File: src/qfs_pkg.sv
`default_nettype none

package qfs_pkg;

    // Character codes the parser reacts to.
    localparam logic [7:0] CH_NUL       = 8'h00;
    localparam logic [7:0] CH_TAB       = 8'h09;
    localparam logic [7:0] CH_SPACE     = 8'h20;
    localparam logic [7:0] CH_HASH      = 8'h23;
    localparam logic [7:0] CH_QUOTE     = 8'h22;
    localparam logic [7:0] CH_BACKSLASH = 8'h5C;

    // Result kinds.
    localparam logic [1:0] KIND_CHAR  = 2'd0;
    localparam logic [1:0] KIND_END   = 2'd1;
    localparam logic [1:0] KIND_DONE  = 2'd2;
    localparam logic [1:0] KIND_ERROR = 2'd3;

    // Status codes.
    localparam logic [2:0] ST_OK          = 3'd0;
    localparam logic [2:0] ST_TOO_MANY    = 3'd1;
    localparam logic [2:0] ST_BAD_ESCAPE  = 3'd2;
    localparam logic [2:0] ST_UNTERM      = 3'd3;
    localparam logic [2:0] ST_EMPTY_QUOTE = 3'd4;
    localparam logic [2:0] ST_NO_SPACE    = 3'd5;

    // Configuration register indexes and reset values.
    localparam logic       REG_MAX_FIELDS   = 1'b0;
    localparam logic [7:0] MAX_FIELDS_RESET = 8'd8;

    // Command queue between parser and output stage.
    localparam int unsigned QUEUE_DEPTH = 4;
    localparam int unsigned QUEUE_AW    = $clog2(QUEUE_DEPTH);

    typedef enum logic [2:0] {
        MODE_BETWEEN,
        MODE_BARE,
        MODE_QUOTED,
        MODE_ESCAPE,
        MODE_AFTER_QUOTE,
        MODE_COMMENT,
        MODE_DISCARD
    } t_mode;

    // One parser command: a result, optionally followed by a line-done
    // result whose total is field_index + 1.
    typedef struct packed {
        logic [1:0] kind;
        logic [7:0] char_out;
        logic [7:0] field_index;
        logic [7:0] field_total;
        logic [2:0] status;
        logic       done_after;
    } t_cmd;

    // Queue status seen by the input handshake and the output stage.
    typedef struct packed {
        logic full;
        logic empty;
    } t_queue_status;

endpackage

`default_nettype wire

File: src/qfs_front.sv
`default_nettype none

module qfs_front
    import qfs_pkg::*;
(
    input  wire logic       i_clk,
    input  wire logic       i_rst_n,
    input  wire logic       i_accept,
    input  wire logic [7:0] i_char,
    input  wire logic [7:0] i_max_fields,
    output logic            o_push,
    output t_cmd            o_cmd
);

    t_mode       r_mode;
    t_mode       n_mode;
    logic [7:0]  r_count;
    logic [7:0]  n_count;
    logic        r_has;
    logic        n_has;
    logic        emit;
    t_cmd        cmd;

    logic is_blank;
    logic is_nul;
    logic is_quote;
    logic is_bslash;
    logic over_limit;
    logic [7:0] count_inc;

    // Character classification.
    assign is_blank   = (i_char == CH_SPACE) || (i_char == CH_TAB);
    assign is_nul     = (i_char == CH_NUL);
    assign is_quote   = (i_char == CH_QUOTE);
    assign is_bslash  = (i_char == CH_BACKSLASH);
    assign over_limit = (r_count >= i_max_fields);
    assign count_inc  = r_count + 8'd1;

    // Next parse mode.
    always_comb begin
        n_mode = r_mode;
        case (r_mode)
            MODE_BETWEEN: begin
                if (is_blank) begin
                    n_mode = MODE_BETWEEN;
                end else if (i_char == CH_HASH) begin
                    n_mode = MODE_COMMENT;
                end else if (is_nul) begin
                    n_mode = MODE_BETWEEN;
                end else if (over_limit) begin
                    n_mode = MODE_DISCARD;
                end else if (is_quote) begin
                    n_mode = MODE_QUOTED;
                end else begin
                    n_mode = MODE_BARE;
                end
            end
            MODE_BARE, MODE_AFTER_QUOTE: begin
                if (is_blank || is_nul) begin
                    n_mode = MODE_BETWEEN;
                end else if (r_mode == MODE_AFTER_QUOTE) begin
                    n_mode = MODE_DISCARD;
                end
            end
            MODE_QUOTED: begin
                if (is_quote) begin
                    n_mode = r_has ? MODE_AFTER_QUOTE : MODE_DISCARD;
                end else if (is_bslash) begin
                    n_mode = MODE_ESCAPE;
                end else if (is_nul) begin
                    n_mode = MODE_BETWEEN;
                end
            end
            MODE_ESCAPE: begin
                if (is_quote || is_bslash) begin
                    n_mode = MODE_QUOTED;
                end else if (is_nul) begin
                    n_mode = MODE_BETWEEN;
                end else begin
                    n_mode = MODE_DISCARD;
                end
            end
            MODE_COMMENT: begin
                if (is_nul) begin
                    n_mode = MODE_BETWEEN;
                end
            end
            default: begin
                if (is_nul) begin
                    n_mode = MODE_BETWEEN;
                end
            end
        endcase
    end

    // Commands and counter updates.
    always_comb begin
        emit    = 1'b0;
        cmd     = '0;
        n_count = r_count;
        n_has   = r_has;
        case (r_mode)
            MODE_BETWEEN: begin
                if (is_blank || (i_char == CH_HASH)) begin
                    emit = 1'b0;
                end else if (is_nul) begin
                    emit            = 1'b1;
                    cmd.kind        = KIND_DONE;
                    cmd.field_total = r_count;
                    n_count         = '0;
                    n_has           = 1'b0;
                end else if (over_limit) begin
                    emit            = 1'b1;
                    cmd.kind        = KIND_ERROR;
                    cmd.field_index = r_count;
                    cmd.status      = ST_TOO_MANY;
                end else if (is_quote) begin
                    n_has = 1'b0;
                end else begin
                    emit            = 1'b1;
                    cmd.kind        = KIND_CHAR;
                    cmd.char_out    = i_char;
                    cmd.field_index = r_count;
                end
            end
            MODE_BARE, MODE_AFTER_QUOTE: begin
                if (is_blank || is_nul) begin
                    emit            = 1'b1;
                    cmd.kind        = KIND_END;
                    cmd.field_index = r_count;
                    n_count         = count_inc;
                    if (is_nul) begin
                        // Line ends right after the field: a line-done follows.
                        cmd.done_after  = 1'b1;
                        cmd.field_total = count_inc;
                        n_count         = '0;
                        n_has           = 1'b0;
                    end
                end else if (r_mode == MODE_BARE) begin
                    emit            = 1'b1;
                    cmd.kind        = KIND_CHAR;
                    cmd.char_out    = i_char;
                    cmd.field_index = r_count;
                end else begin
                    emit            = 1'b1;
                    cmd.kind        = KIND_ERROR;
                    cmd.field_index = r_count;
                    cmd.status      = ST_NO_SPACE;
                end
            end
            MODE_QUOTED: begin
                if (is_quote) begin
                    if (!r_has) begin
                        emit            = 1'b1;
                        cmd.kind        = KIND_ERROR;
                        cmd.field_index = r_count;
                        cmd.status      = ST_EMPTY_QUOTE;
                    end
                end else if (is_bslash) begin
                    emit = 1'b0;
                end else if (is_nul) begin
                    emit            = 1'b1;
                    cmd.kind        = KIND_ERROR;
                    cmd.field_index = r_count;
                    cmd.status      = ST_UNTERM;
                    n_count         = '0;
                    n_has           = 1'b0;
                end else begin
                    emit            = 1'b1;
                    cmd.kind        = KIND_CHAR;
                    cmd.char_out    = i_char;
                    cmd.field_index = r_count;
                    n_has           = 1'b1;
                end
            end
            MODE_ESCAPE: begin
                emit            = 1'b1;
                cmd.field_index = r_count;
                if (is_quote || is_bslash) begin
                    cmd.kind     = KIND_CHAR;
                    cmd.char_out = i_char;
                    n_has        = 1'b1;
                end else if (is_nul) begin
                    cmd.kind   = KIND_ERROR;
                    cmd.status = ST_UNTERM;
                    n_count    = '0;
                    n_has      = 1'b0;
                end else begin
                    cmd.kind   = KIND_ERROR;
                    cmd.status = ST_BAD_ESCAPE;
                end
            end
            MODE_COMMENT: begin
                if (is_nul) begin
                    emit            = 1'b1;
                    cmd.kind        = KIND_DONE;
                    cmd.field_total = r_count;
                    n_count         = '0;
                    n_has           = 1'b0;
                end
            end
            default: begin
                if (is_nul) begin
                    n_count = '0;
                    n_has   = 1'b0;
                end
            end
        endcase
    end

    assign o_push = i_accept && emit;
    assign o_cmd  = cmd;

    // Parser state, advanced once per accepted item.
    always_ff @(posedge i_clk) begin
        if (!i_rst_n) begin
            r_mode  <= MODE_BETWEEN;
            r_count <= '0;
            r_has   <= 1'b0;
        end else if (i_accept) begin
            r_mode  <= n_mode;
            r_count <= n_count;
            r_has   <= n_has;
        end
    end

endmodule

`default_nettype wire

File: src/qfs_queue.sv
`default_nettype none

module qfs_queue
    import qfs_pkg::*;
(
    input  wire logic    i_clk,
    input  wire logic    i_rst_n,
    input  wire logic    i_push,
    input  wire t_cmd    i_data,
    input  wire logic    i_pop,
    output t_cmd         o_data,
    output t_queue_status o_status
);

    t_cmd                r_mem [QUEUE_DEPTH];
    logic [QUEUE_AW-1:0] r_wptr;
    logic [QUEUE_AW-1:0] r_rptr;
    logic [QUEUE_AW:0]   r_count;
    logic                do_push;
    logic                do_pop;

    assign o_status.full  = (r_count == (QUEUE_AW+1)'(QUEUE_DEPTH));
    assign o_status.empty = (r_count == '0);
    assign do_push        = i_push && !o_status.full;
    assign do_pop         = i_pop && !o_status.empty;
    assign o_data         = r_mem[r_rptr];

    // Pointers and fill level.
    always_ff @(posedge i_clk) begin
        if (!i_rst_n) begin
            r_wptr  <= '0;
            r_rptr  <= '0;
            r_count <= '0;
        end else begin
            if (do_push) begin
                r_wptr <= r_wptr + 1'b1;
            end
            if (do_pop) begin
                r_rptr <= r_rptr + 1'b1;
            end
            if (do_push && !do_pop) begin
                r_count <= r_count + 1'b1;
            end else if (do_pop && !do_push) begin
                r_count <= r_count - 1'b1;
            end
        end
    end

    // Entry storage.
    always_ff @(posedge i_clk) begin
        if (do_push) begin
            r_mem[r_wptr] <= i_data;
        end
    end

endmodule

`default_nettype wire

File: src/qfs_back.sv
`default_nettype none

module qfs_back
    import qfs_pkg::*;
(
    input  wire logic          i_clk,
    input  wire logic          i_rst_n,
    input  wire t_cmd          i_cmd,
    input  wire t_queue_status i_queue,
    output logic               o_pop,
    input  wire logic          i_out_stall,
    output logic               o_out_valid,
    output logic [1:0]         o_kind,
    output logic [7:0]         o_char_out,
    output logic [7:0]         o_field_index,
    output logic [7:0]         o_field_total,
    output logic [2:0]         o_status,
    output logic               o_last
);

    logic       r_valid;
    logic       r_pend;
    logic [7:0] r_pend_total;
    logic [1:0] r_kind;
    logic [7:0] r_char;
    logic [7:0] r_index;
    logic [7:0] r_total;
    logic [2:0] r_status;
    logic       r_last;
    logic       out_free;

    assign out_free = !r_valid || !i_out_stall;
    assign o_pop    = out_free && !r_pend && !i_queue.empty;

    // Control: output valid and pending line-done.
    always_ff @(posedge i_clk) begin
        if (!i_rst_n) begin
            r_valid <= 1'b0;
            r_pend  <= 1'b0;
        end else if (out_free) begin
            if (r_pend) begin
                r_valid <= 1'b1;
                r_pend  <= 1'b0;
            end else if (!i_queue.empty) begin
                r_valid <= 1'b1;
                r_pend  <= i_cmd.done_after;
            end else begin
                r_valid <= 1'b0;
            end
        end
    end

    // Output payload register.
    always_ff @(posedge i_clk) begin
        if (out_free) begin
            if (r_pend) begin
                r_kind   <= KIND_DONE;
                r_char   <= '0;
                r_index  <= '0;
                r_total  <= r_pend_total;
                r_status <= ST_OK;
                r_last   <= 1'b1;
            end else if (!i_queue.empty) begin
                r_kind       <= i_cmd.kind;
                r_char       <= i_cmd.char_out;
                r_index      <= i_cmd.field_index;
                r_total      <= i_cmd.done_after ? 8'd0 : i_cmd.field_total;
                r_status     <= i_cmd.status;
                r_last       <= !i_cmd.done_after;
                r_pend_total <= i_cmd.field_total;
            end
        end
    end

    assign o_out_valid   = r_valid;
    assign o_kind        = r_kind;
    assign o_char_out    = r_char;
    assign o_field_index = r_index;
    assign o_field_total = r_total;
    assign o_status      = r_status;
    assign o_last        = r_last;

endmodule

`default_nettype wire

File: src/quoted_field_splitter.sv
`default_nettype none

// Splits configuration lines into fields, one input character per item.
// The parser takes one item every clock cycle while its four-entry command
// queue has room; items that produce no result (separators, comment text,
// discarded bytes) never enter the queue. The output stage delivers one
// result per cycle unless the receiver stalls; a line ending right after
// a field yields field-end plus line-done from one queue entry. The input
// stalls only when the queue is full, which a run of such lines or a
// stalled receiver can cause. An accepted item's first result passes the
// command queue and then the output register. Register max_fields sits at
// byte address 0 and may only be written while the block is idle.
module quoted_field_splitter
    import qfs_pkg::*;
(
    input  wire logic        i_clk,
    input  wire logic        i_rst_n,
    input  wire logic        i_in_valid,
    output logic             o_in_stall,
    input  wire logic [7:0]  i_char_in,
    output logic             o_out_valid,
    input  wire logic        i_out_stall,
    output logic [1:0]       o_kind,
    output logic [7:0]       o_char_out,
    output logic [7:0]       o_field_index,
    output logic [7:0]       o_field_total,
    output logic [2:0]       o_status,
    output logic             o_last,
    input  wire logic        psel,
    input  wire logic        penable,
    input  wire logic        pwrite,
    input  wire logic [2:0]  paddr,
    input  wire logic [31:0] pwdata,
    output logic [31:0]      prdata,
    output logic             pready
);

    logic          sel_max_fields;
    logic [7:0]    r_max;
    logic          accept;
    logic          push;
    logic          pop;
    t_cmd          push_cmd;
    t_cmd          head_cmd;
    t_queue_status queue_status;

    // Configuration register.
    assign pready = 1'b1;
    assign sel_max_fields = (paddr[2] == REG_MAX_FIELDS);

    always_ff @(posedge i_clk) begin
        if (!i_rst_n) begin
            r_max <= MAX_FIELDS_RESET;
        end else if (psel && penable && pwrite && sel_max_fields) begin
            r_max <= pwdata[7:0];
        end
    end

    assign prdata = sel_max_fields ? {24'd0, r_max} : 32'd0;

    // Input handshake.
    assign o_in_stall = queue_status.full;
    assign accept     = i_in_valid && !o_in_stall;

    qfs_front u_front (
        .i_clk        (i_clk),
        .i_rst_n      (i_rst_n),
        .i_accept     (accept),
        .i_char       (i_char_in),
        .i_max_fields (r_max),
        .o_push       (push),
        .o_cmd        (push_cmd)
    );

    qfs_queue u_queue (
        .i_clk    (i_clk),
        .i_rst_n  (i_rst_n),
        .i_push   (push),
        .i_data   (push_cmd),
        .i_pop    (pop),
        .o_data   (head_cmd),
        .o_status (queue_status)
    );

    qfs_back u_back (
        .i_clk         (i_clk),
        .i_rst_n       (i_rst_n),
        .i_cmd         (head_cmd),
        .i_queue       (queue_status),
        .o_pop         (pop),
        .i_out_stall   (i_out_stall),
        .o_out_valid   (o_out_valid),
        .o_kind        (o_kind),
        .o_char_out    (o_char_out),
        .o_field_index (o_field_index),
        .o_field_total (o_field_total),
        .o_status      (o_status),
        .o_last        (o_last)
    );

endmodule

`default_nettype wire

File: config.mk
export PLATFORM = sky130hd
export DESIGN_NAME = quoted_field_splitter
export DESIGN_NICKNAME = d
export VERILOG_FILES = /design/src/qfs_pkg.sv /design/src/qfs_front.sv /design/src/qfs_queue.sv /design/src/qfs_back.sv /design/src/quoted_field_splitter.sv
export SDC_FILE = /design/constraint.sdc
export NUM_CORES = 1
export LEC_CHECK = 0
export ABC_AREA = 1
export ABC_CLOCK_PERIOD_IN_PS = 7300
export BUFFER_PORTS_ARGS = -buffer_cell sky130_fd_sc_hd__buf_2
export CAP_MARGIN = 20
export CORE_UTILIZATION = 30
export CTS_BUF_LIST = sky130_fd_sc_hd__clkbuf_4 sky130_fd_sc_hd__clkbuf_8 sky130_fd_sc_hd__clkbuf_16
export CTS_CLUSTER_DIAMETER = 50
export DETAILED_ROUTE_END_ITERATION = 8
export GPL_TIMING_DRIVEN = 0
export SETUP_SLACK_MARGIN = 0.2
export SYNTH_ARGS = -nofsm -noshare
export SYNTH_HDL_FRONTEND = slang
export SYNTH_HIERARCHICAL = 1
export SYNTH_SLANG_ARGS = --single-unit
export TNS_END_PERCENT = 1
File: constraint.sdc
create_clock -name i_clk -period 7.3 [get_ports i_clk]
set_input_delay 1.46 -clock i_clk [delete_from_list [all_inputs] [get_ports i_clk]]
set_output_delay 1.46 -clock i_clk [all_outputs]
set_load 0.01 [all_outputs]
==> results of run 1 <==
## power by group through the flow
stage | Sequential, W | Clock [W] | Combinational [W]
floorplan | 0.00170 | 0 | 0.000880
global placement | 0.00167 | 0 | 0.00131
detailed placement | 0.00166 | 0 | 0.00137
CTS | 0.00163 | 0.000920 | 0.00137
global route | 0.00165 | 0.000958 | 0.00153
finish | 0.00163 | 0.000904 | 0.00136
## worst max-delay path by stage
stage | depth (start not counted) | end | from | slack, ns
global route | 20 | u_queue/r_count[2]$_SDFFE_PN0P_ | i_char_in[7] | 3.08
finish | 20 | u_queue/r_count[2]$_SDFFE_PN0P_ | i_char_in[4] | 3.36
CTS | 18 | u_queue/r_count[2]$_SDFFE_PN0P_ | i_char_in[7] | 3.39
detailed placement | 18 | u_queue/r_count[2]$_SDFFE_PN0P_ | i_char_in[7] | 2.94
global placement | 9 | u_queue/r_mem[3][20]$_DFFE_PP_ | i_char_in[7] | 1.44
floorplan | 10 | u_queue/r_mem[0][0]$_DFFE_PP_ | i_char_in[5] | 3.02
## stage by stage
step                power, W  hold WS, ns
CTS                 0.003926       0.5092
global route        0.004141       0.5294
detailed placement  0.003028       0.4982
floorplan           0.002582       0.4561
finish              0.003892       0.5066
global placement    0.002973       0.4904
## state kept, by name (all words and copies together), names as in the netlist, 3 cells and up, named ones only
name                  flops
u_queue/r_mem           120
u_front/r_mode            3
u_back/o_status           3
r_max                     8
u_front/r_count           8
u_back/o_char_out         8
u_back/r_pend_total       8
u_back/o_field_total      8
u_back/o_field_index      8
u_queue/r_count           3
## layer usage
layer,track usage [%],vias up
met1,16.93,2850
met5,0,-
met2,21.33,157
met4,3.877,0
li1,-,3201
met3,2.306,18
## kinds of logic (layout without fill, tap and decap cells)
| logic type | Yosys count | count (layout) | synth area share (%) |
|---|---|---|---|
| compound gates | 153 | 153 | 9.603 |
| xor+xnor | 4 | 4 | 0.3915 |
| fa+ha+maj | 15 | 15 | 2.181 |
| buf+inv | 182 | 280 | 10.13 |
| flops | 189 | 189 | 59.94 |
| other cells | 2 | 25 | 0.08390 |
| simple gates | 362 | 362 | 17.67 |
## placed cells by master (no fill, tap or decap), types with 25 or more instances in the layout
cell      synthesis  layout
buf_4            28      28
buf_2            12      74
inv_1           117     117
o21ai_1          35      35
o22ai_1          32      32
conb_1            2      25
nand2_1         119     119
dfxtp_1          31      31
edfxtp_1        158     158
nand3_1          38      38
nor2_1          164     160
o21ai_0          46      46
## worst min-delay path: stages, from the launching register on
cell,delay [ns]
dfxtp_1,0.33
nor2_1,0.10
nor2_1,0.04
## cell type report
type | count | area share [%]
multi-input combinational | 559 | 26.59
clock inverter | 15 | 1.565
clock buffer | 17 | 4.030
buffer | 54 | 3.924
timing repair buffer | 66 | 3.841
inverter | 128 | 4.670
sequential | 189 | 50.83
tap | 384 | 4.552
## cells in the mapped netlist, types with 8 or more instances
cell	number
buf_6	12
nand2_1	119
o21ai_1	35
a21oi_1	23
nor2_1	164
o22ai_1	32
buf_2	12
buf_4	28
ha_1	14
edfxtp_1	158
o21ai_0	46
o21ai_2	8
inv_1	117
dfxtp_1	31
nand3_1	38
==> flow_summary_export.csv, run 1 <==
group,metric,value,unit
pwr,combPwrFrac,34.9,%
final_layout,drive_gt1_share,19.46,%
grt,grt_pass1_vias,5930,
final_layout,multiInputGateArea,2806,um^2
final_layout,final_cell_area,10560,um^2
pwr,clkPwrFrac,23.2,%
setup_path,cp.required,7.63,ns
synth,syn_avg_cell_area,9.869,um^2
synth,synth.top_cell.area_share,53.01,%
synth,syn_area,8951,um^2
setup_path,path_cells,"buf_2 > inv_2 > nand3_1 > inv_1 > nand2_1 > nand3_1 > nor2_4 > o21ai_0 > a31oi_1 > nand2_2 > inv_2 > ha_1 > inv_1 > fa_1 > inv_1 > nand2_1 > nand3_1 > nand2_1 > nand2_1 > nor2_1",
setup_path,cp_max_fo,8,
synth,yosys_warnings,6,
setup_path,r2r-start,"u_front/r_count[0]$_SDFFE_PN0P_",
min_path,hold_start,"r_max[2]$_SDFFE_PN0P_",
sta,hold_viol_final,0,
final_layout,n_fill_cell,2887,
setup_path,critPathTopFamily,"simple AND/OR/NAND/NOR gates",
cts,cts_hold_buf,0,
final_layout,final_util,36.38,%
route,route.met2.wl,9042,um
cts,cts.clk_slew.worst_paths,0.08,ns
cts,htree_levels,4,
place,portBuffers,62,
setup_path,cp_slowest_cell,"a31oi_1",
cts,cts_root_buffer,"clkbuf_16",
sta,tns,0,ns
final_layout,nets,1080,
floorplanning,core,29010,um^2
synth,yosys.area.top_type,"edfxtp_1",
final_layout,diodes,0,
grt,groute.usage.overall,12.82,%
status,status,"completed",
cts,post_cts_buffers,0,
setup_path,reg2reg_depth,21,
cts,ctsResizeCount,0,
pwr,seqPwrFrac,41.8,%
sta,worst_slew_pin_slew,0.9577,ns
setup_path,critPathKind,"in2reg",
sta,maxSlewHeadroom,36.01,%
route,wl,19090,um
cts,cts.sinks,189,
route,vias,6226,
synth,async_flop_share,0,%
sta,finalCritPeriodShare,53.92,%
synth,ys_types,41,
min_path,holdPathStages,2,
min_path,hold_class,"reg2reg",
min_path,holdPathEnd,"r_max[2]$_SDFFE_PN0P_",
sta,setup_violations,0,
sta,fmax,254.1,MHz
synth,seq_area_frac_synth,59.94,%
floorplanning,die_h,174.7,um
place,globalplace.congestion,0.8747,
route,route.detailed.drc,0,
grt,overflow,0,
synth,synthTopCellsByArea,"edfxtp_1 53%, dfxtp_1 6.9%, nor2_1 6.9%",
pwr,switching_power,0.001417,W
pwr,p_sw_share,36.40,%
grt,antenna_found_initial,0,
cts,insertion_delay,0.44,ns
route,drt-met1-wl,8845,um
setup_path,cp_num_buf_inv,6,
route,drt_iter0_drc,487,
cts,tritoncts,"built",
sta,fin_ws,3.364,ns
grt,grt_pass1_wl,30500,um
route,routed.top_layer,"met4",
setup_path,cp.arrival,4.26,ns
floorplanning,num_rows,62,
sta,min_period,3.936,ns
place,place_area,9965,um^2
synth,synth_edf_count,158,
cts,cts_made_buffers,17,
pwr,power.leakage,4.418,nW
synth,synthFlopType,"edfxtp_1",
floorplanning,ios,115,
setup_path,timing.rr.end,"u_queue/r_count[2]$_SDFFE_PN0P_",
pwr,ir_drop,0.1792,mV
final_layout,syn_to_final_growth,17.92,%
grt,grt_max_degree,31,
setup_path,crit_top_cell,"nand2_1",
final_layout,final_cells,1412,
floorplanning,dieArea,30530,um^2
floorplanning,initial_core_util,30.85,%
cts,clock_path_buffers,2,
place,dp_cells,1380,
final_layout,seqCellArea,5365,um^2
floorplanning,die_x,174.7,um
setup_path,critPathLaunchType,"input port",
sta,fin_worst_skew,0.01939,ns
sta,rsz0062_at_grt,"false",
synth,synth_seq_cells,189,
place,place_ws,2.940,ns
route,wl_met3,965,um
synth,syn_inst,907,
sta,final_max_slew_viol_count,0,
setup_path,crit_path_end_kind,"register",
route,detail_route.wl_per_cell,13.52,um
route,postRouteAntennaNets,0,
place,dp_hpwl,13680,um
setup_path,rrSetupSlack,3.93,ns
setup_path,slowest_delay,0.39,ns
pwr,intPower,0.002475,W
flow_run,cap_violations,0,
pwr,power.density,368.8,nW/um^2
route,vias_per_cell,4.409,
route,first_pass_iters,6,
No activity file was read; power rests on OpenSTA's default activity.
==> inputs of run 2 (changes only) <==
ABC_AREA = 0   (was 1)
ABC_CLOCK_PERIOD_IN_PS = 3600   (was 7300)
clock period = 3.6 ns   (was 7.3 ns; I/O delays follow)
==> run 2 against run 1 <==
Critical endpoint unchanged; cell area rose by 0.37%; largest cell class unchanged; sequential share of layout area fell by 0.19 points; flip-flop and latch count did not move.
==> flow_summary_export.csv, run 2 <==
group,metric,value,unit
pwr,ir_drop,0.3296,mV
floorplanning,num_rows,62,
cts,cts_hold_buf,0,
sta,maxSlewHeadroom,35.39,%
floorplanning,die_x,172.7,um
route,vias_per_cell,4.643,
route,route.detailed.drc,0,
floorplanning,core,28700,um^2
final_layout,layout_commonest_cell,"edfxtp_1",
sta,fin_worst_skew,0.009754,ns
route,detail_route.wl_per_cell,15.32,um
grt,grt_pass1_wl,28520,um
sta,finalCritPeriodShare,99.30,%
synth,yosys_warnings,6,
pwr,power.density,664.6,nW/um^2
synth,ys_types,78,
sta,worst_slew_pin_slew,0.9447,ns
pwr,intPower,0.004909,W
pwr,p_sw_share,30.28,%
min_path,holdPathStages,2,
grt,grt_max_degree,31,
cts,clock_path_buffers,2,
floorplanning,initial_core_util,30.45,%
sta,min_period,3.575,ns
route,drt_iter0_drc,348,
synth,synthFlopType,"edfxtp_1",
sta,hold_ws,0.4763,ns
synth,synth_edf_count,158,
route,postRouteAntennaNets,0,
final_layout,final_cells,1140,
synth,yosys.area.top_type,"edfxtp_1",
final_layout,largest_reg_flops,120,
sta,hold_viol_final,0,
synth,synth_seq_cells,189,
cts,htree_levels,4,
cts,insertion_delay,0.43,ns
place,dp_hpwl,12110,um
setup_path,cp.arrival,3.94,ns
synth,syn_area,8741,um^2
setup_path,critPathLaunchType,"input port",
sta,setup_violations,0,
setup_path,timing.rr.end,"u_queue/r_count[2]$_SDFFE_PN0P_",
status,status,"completed",
final_layout,nets,808,
synth,async_flop_share,0,%
setup_path,crit_path_end_kind,"register",
pwr,clkPwrFrac,26.7,%
final_layout,layout_common_cells,"158 x edfxtp_1, 65 x buf_2, 44 x buf_4",
route,vias,5293,
final_layout,drive_gt1_share,31.22,%
final_layout,syn_to_final_growth,21.20,%
final_layout,max_flop_register,"u_queue/r_mem",
sta,final_max_slew_viol_count,0,
synth,yosysMostFrequentCell,"edfxtp_1",
cts,cts.clk_slew.worst_paths,0.07,ns
flow_run,cap_violations,0,
min_path,holdPathEnd,"r_max[4]$_SDFFE_PN0P_",
cts,cts.sinks,189,
min_path,hold_start,"r_max[4]$_SDFFE_PN0P_",
place,dp_cells,1087,
sta,fin_ws,0.02525,ns
synth,synthTopCellsByArea,"edfxtp_1 54%, mux4_2 7.7%, dfxtp_1 7.1%",
cts,cts_root_buffer,"clkbuf_16",
synth,synth.top_cell.area_share,54.28,%
final_layout,diodes,0,
setup_path,rrSetupSlack,0.30,ns
synth,seq_area_frac_synth,61.38,%
pwr,seqPwrFrac,44.8,%
setup_path,reg2reg_depth,14,
floorplanning,ios,115,
route,first_pass_iters,5,
synth,syn_avg_cell_area,14.14,um^2
place,place_ws,-0.8156,ns
grt,overflow,0,
setup_path,critPathKind,"in2reg",
pwr,power.leakage,3.819,nW
cts,tritoncts,"built",
place,portBuffers,61,
grt,grt_pass1_vias,5179,
sta,rsz0062_at_grt,"true",
route,wl,17460,um
synth,syn_inst,618,
synth,synthTopCellsByCount,"158 x edfxtp_1, 38 x nor2b_1, 31 x dfxtp_1",
floorplanning,dieArea,29820,um^2
grt,antenna_found_initial,0,
min_path,hold_class,"reg2reg",
place,globalplace.congestion,0.8621,
setup_path,r2r-start,"u_front/r_count[3]$_SDFFE_PN0P_",
setup_path,cp_max_fo,6,
grt,groute.usage.overall,12.15,%
floorplanning,die_h,172.7,um
cts,cts_made_buffers,17,
sta,fmax,279.7,MHz
setup_path,cp.required,3.96,ns
pwr,switching_power,0.002132,W
pwr,combPwrFrac,28.5,%
-- run 2: cell types whose count changed after synthesis, sizes merged, moves of 33 or more --
cell | before | now
o21ai | 89 | 21
inv | 127 | 19
nor2b | 0 | 38
nand3 | 43 | 10
nor2 | 176 | 12
nand2 | 127 | 29
-- run 2: cell families after synthesis --
logic type      after synthesis  synth area share (%)
simple gates                177                 12.32
xor+xnor                      5                0.5011
mux                          44                 9.347
fa+ha+maj                    15                 2.233
flops                       189                 61.38
buf+inv                      77                 5.253
compound gates              109                 8.875
other cells                   2               0.08592
-- run 2: how the worst max path moves through the flow --
stage                 startpoint                         endpoint  slack [ns]
detailed placement  i_char_in[4]  u_queue/r_count[2]$_SDFFE_PN0P_       -0.82
global placement    i_char_in[4]  u_queue/r_count[2]$_SDFFE_PN0P_       -0.76
finish              i_char_in[2]  u_queue/r_count[2]$_SDFFE_PN0P_        0.03
CTS                 i_char_in[2]  u_queue/r_count[2]$_SDFFE_PN0P_        0.02
floorplan           i_char_in[4]  u_queue/r_count[2]$_SDFFE_PN0P_       -0.33
global route        i_char_in[2]  u_queue/r_count[2]$_SDFFE_PN0P_       -0.08
-- run 2: power groups by stage --
stage          clock [W]  sequential (W)  combinational [W]
2_1_floorplan          0         0.00329            0.00130
3_3_place_gp           0         0.00322            0.00195
3_5_place_dp           0         0.00321            0.00202
4_1_cts          0.00194         0.00316            0.00204
5_1_grt          0.00201         0.00321            0.00222
6_report         0.00188         0.00315            0.00201
-- run 2: stage by stage --
step	area (um^2)	util [%]	total power [W]	TNS [ns]
6_report	10590	36.91	0.007041	0
5_1_grt	10590	36.91	0.007438	-1.222
4_1_cts	10480	36.52	0.007143	0
3_5_place_dp	9682	33.73	0.005230	-91.66
3_3_place_gp	9651	33.62	0.005168	-93.41
2_1_floorplan	8865	-	0.004594	-7.671
-- run 2: final cells by class --
| type | count | area (um^2) |
|---|---|---|
| Buffer | 57 | 390.4 |
| Clock buffer | 17 | 425.4 |
| Clock inverter | 15 | 176.4 |
| Fill cell | 2741 | 18110 |
| Inverter | 20 | 75.07 |
| Multi-Input combinational cell | 375 | 3151 |
| Sequential cell | 189 | 5365 |
| Tap cell | 384 | 480.5 |
| Timing Repair Buffer | 83 | 530.5 |
-- run 2: critical path: stages --
cell,delay (ns)
buf_8,0.09
or4_4,0.53
buf_6,0.14
or4_4,0.41
buf_6,0.15
nor4_4,0.24
a31o_1,0.16
o21a_1,0.15
nor2b_4,0.14
buf_6,0.12
ha_4,0.13
inv_2,0.04
fa_2,0.35
xor2_1,0.15
or3_1,0.30
a21boi_1,0.12
-- run 2: what timing repair did --
item,in CTS,in global routing
gates cloned,0,0
pin swaps,8,10
gates resized for setup,8,20
setup buffers,20,0
endpoints found under the setup margin,122,146
-- run 2: routing by layer --
layer | up-vias | global-route usage [%] | part of all wire, %
li1 | 2575 | - | -
met1 | 2531 | 16.25 | 47
met2 | 162 | 19.67 | 47
met3 | 25 | 2.419 | 4.5
met4 | 0 | 4.204 | 1.7
met5 | - | 0 | 0
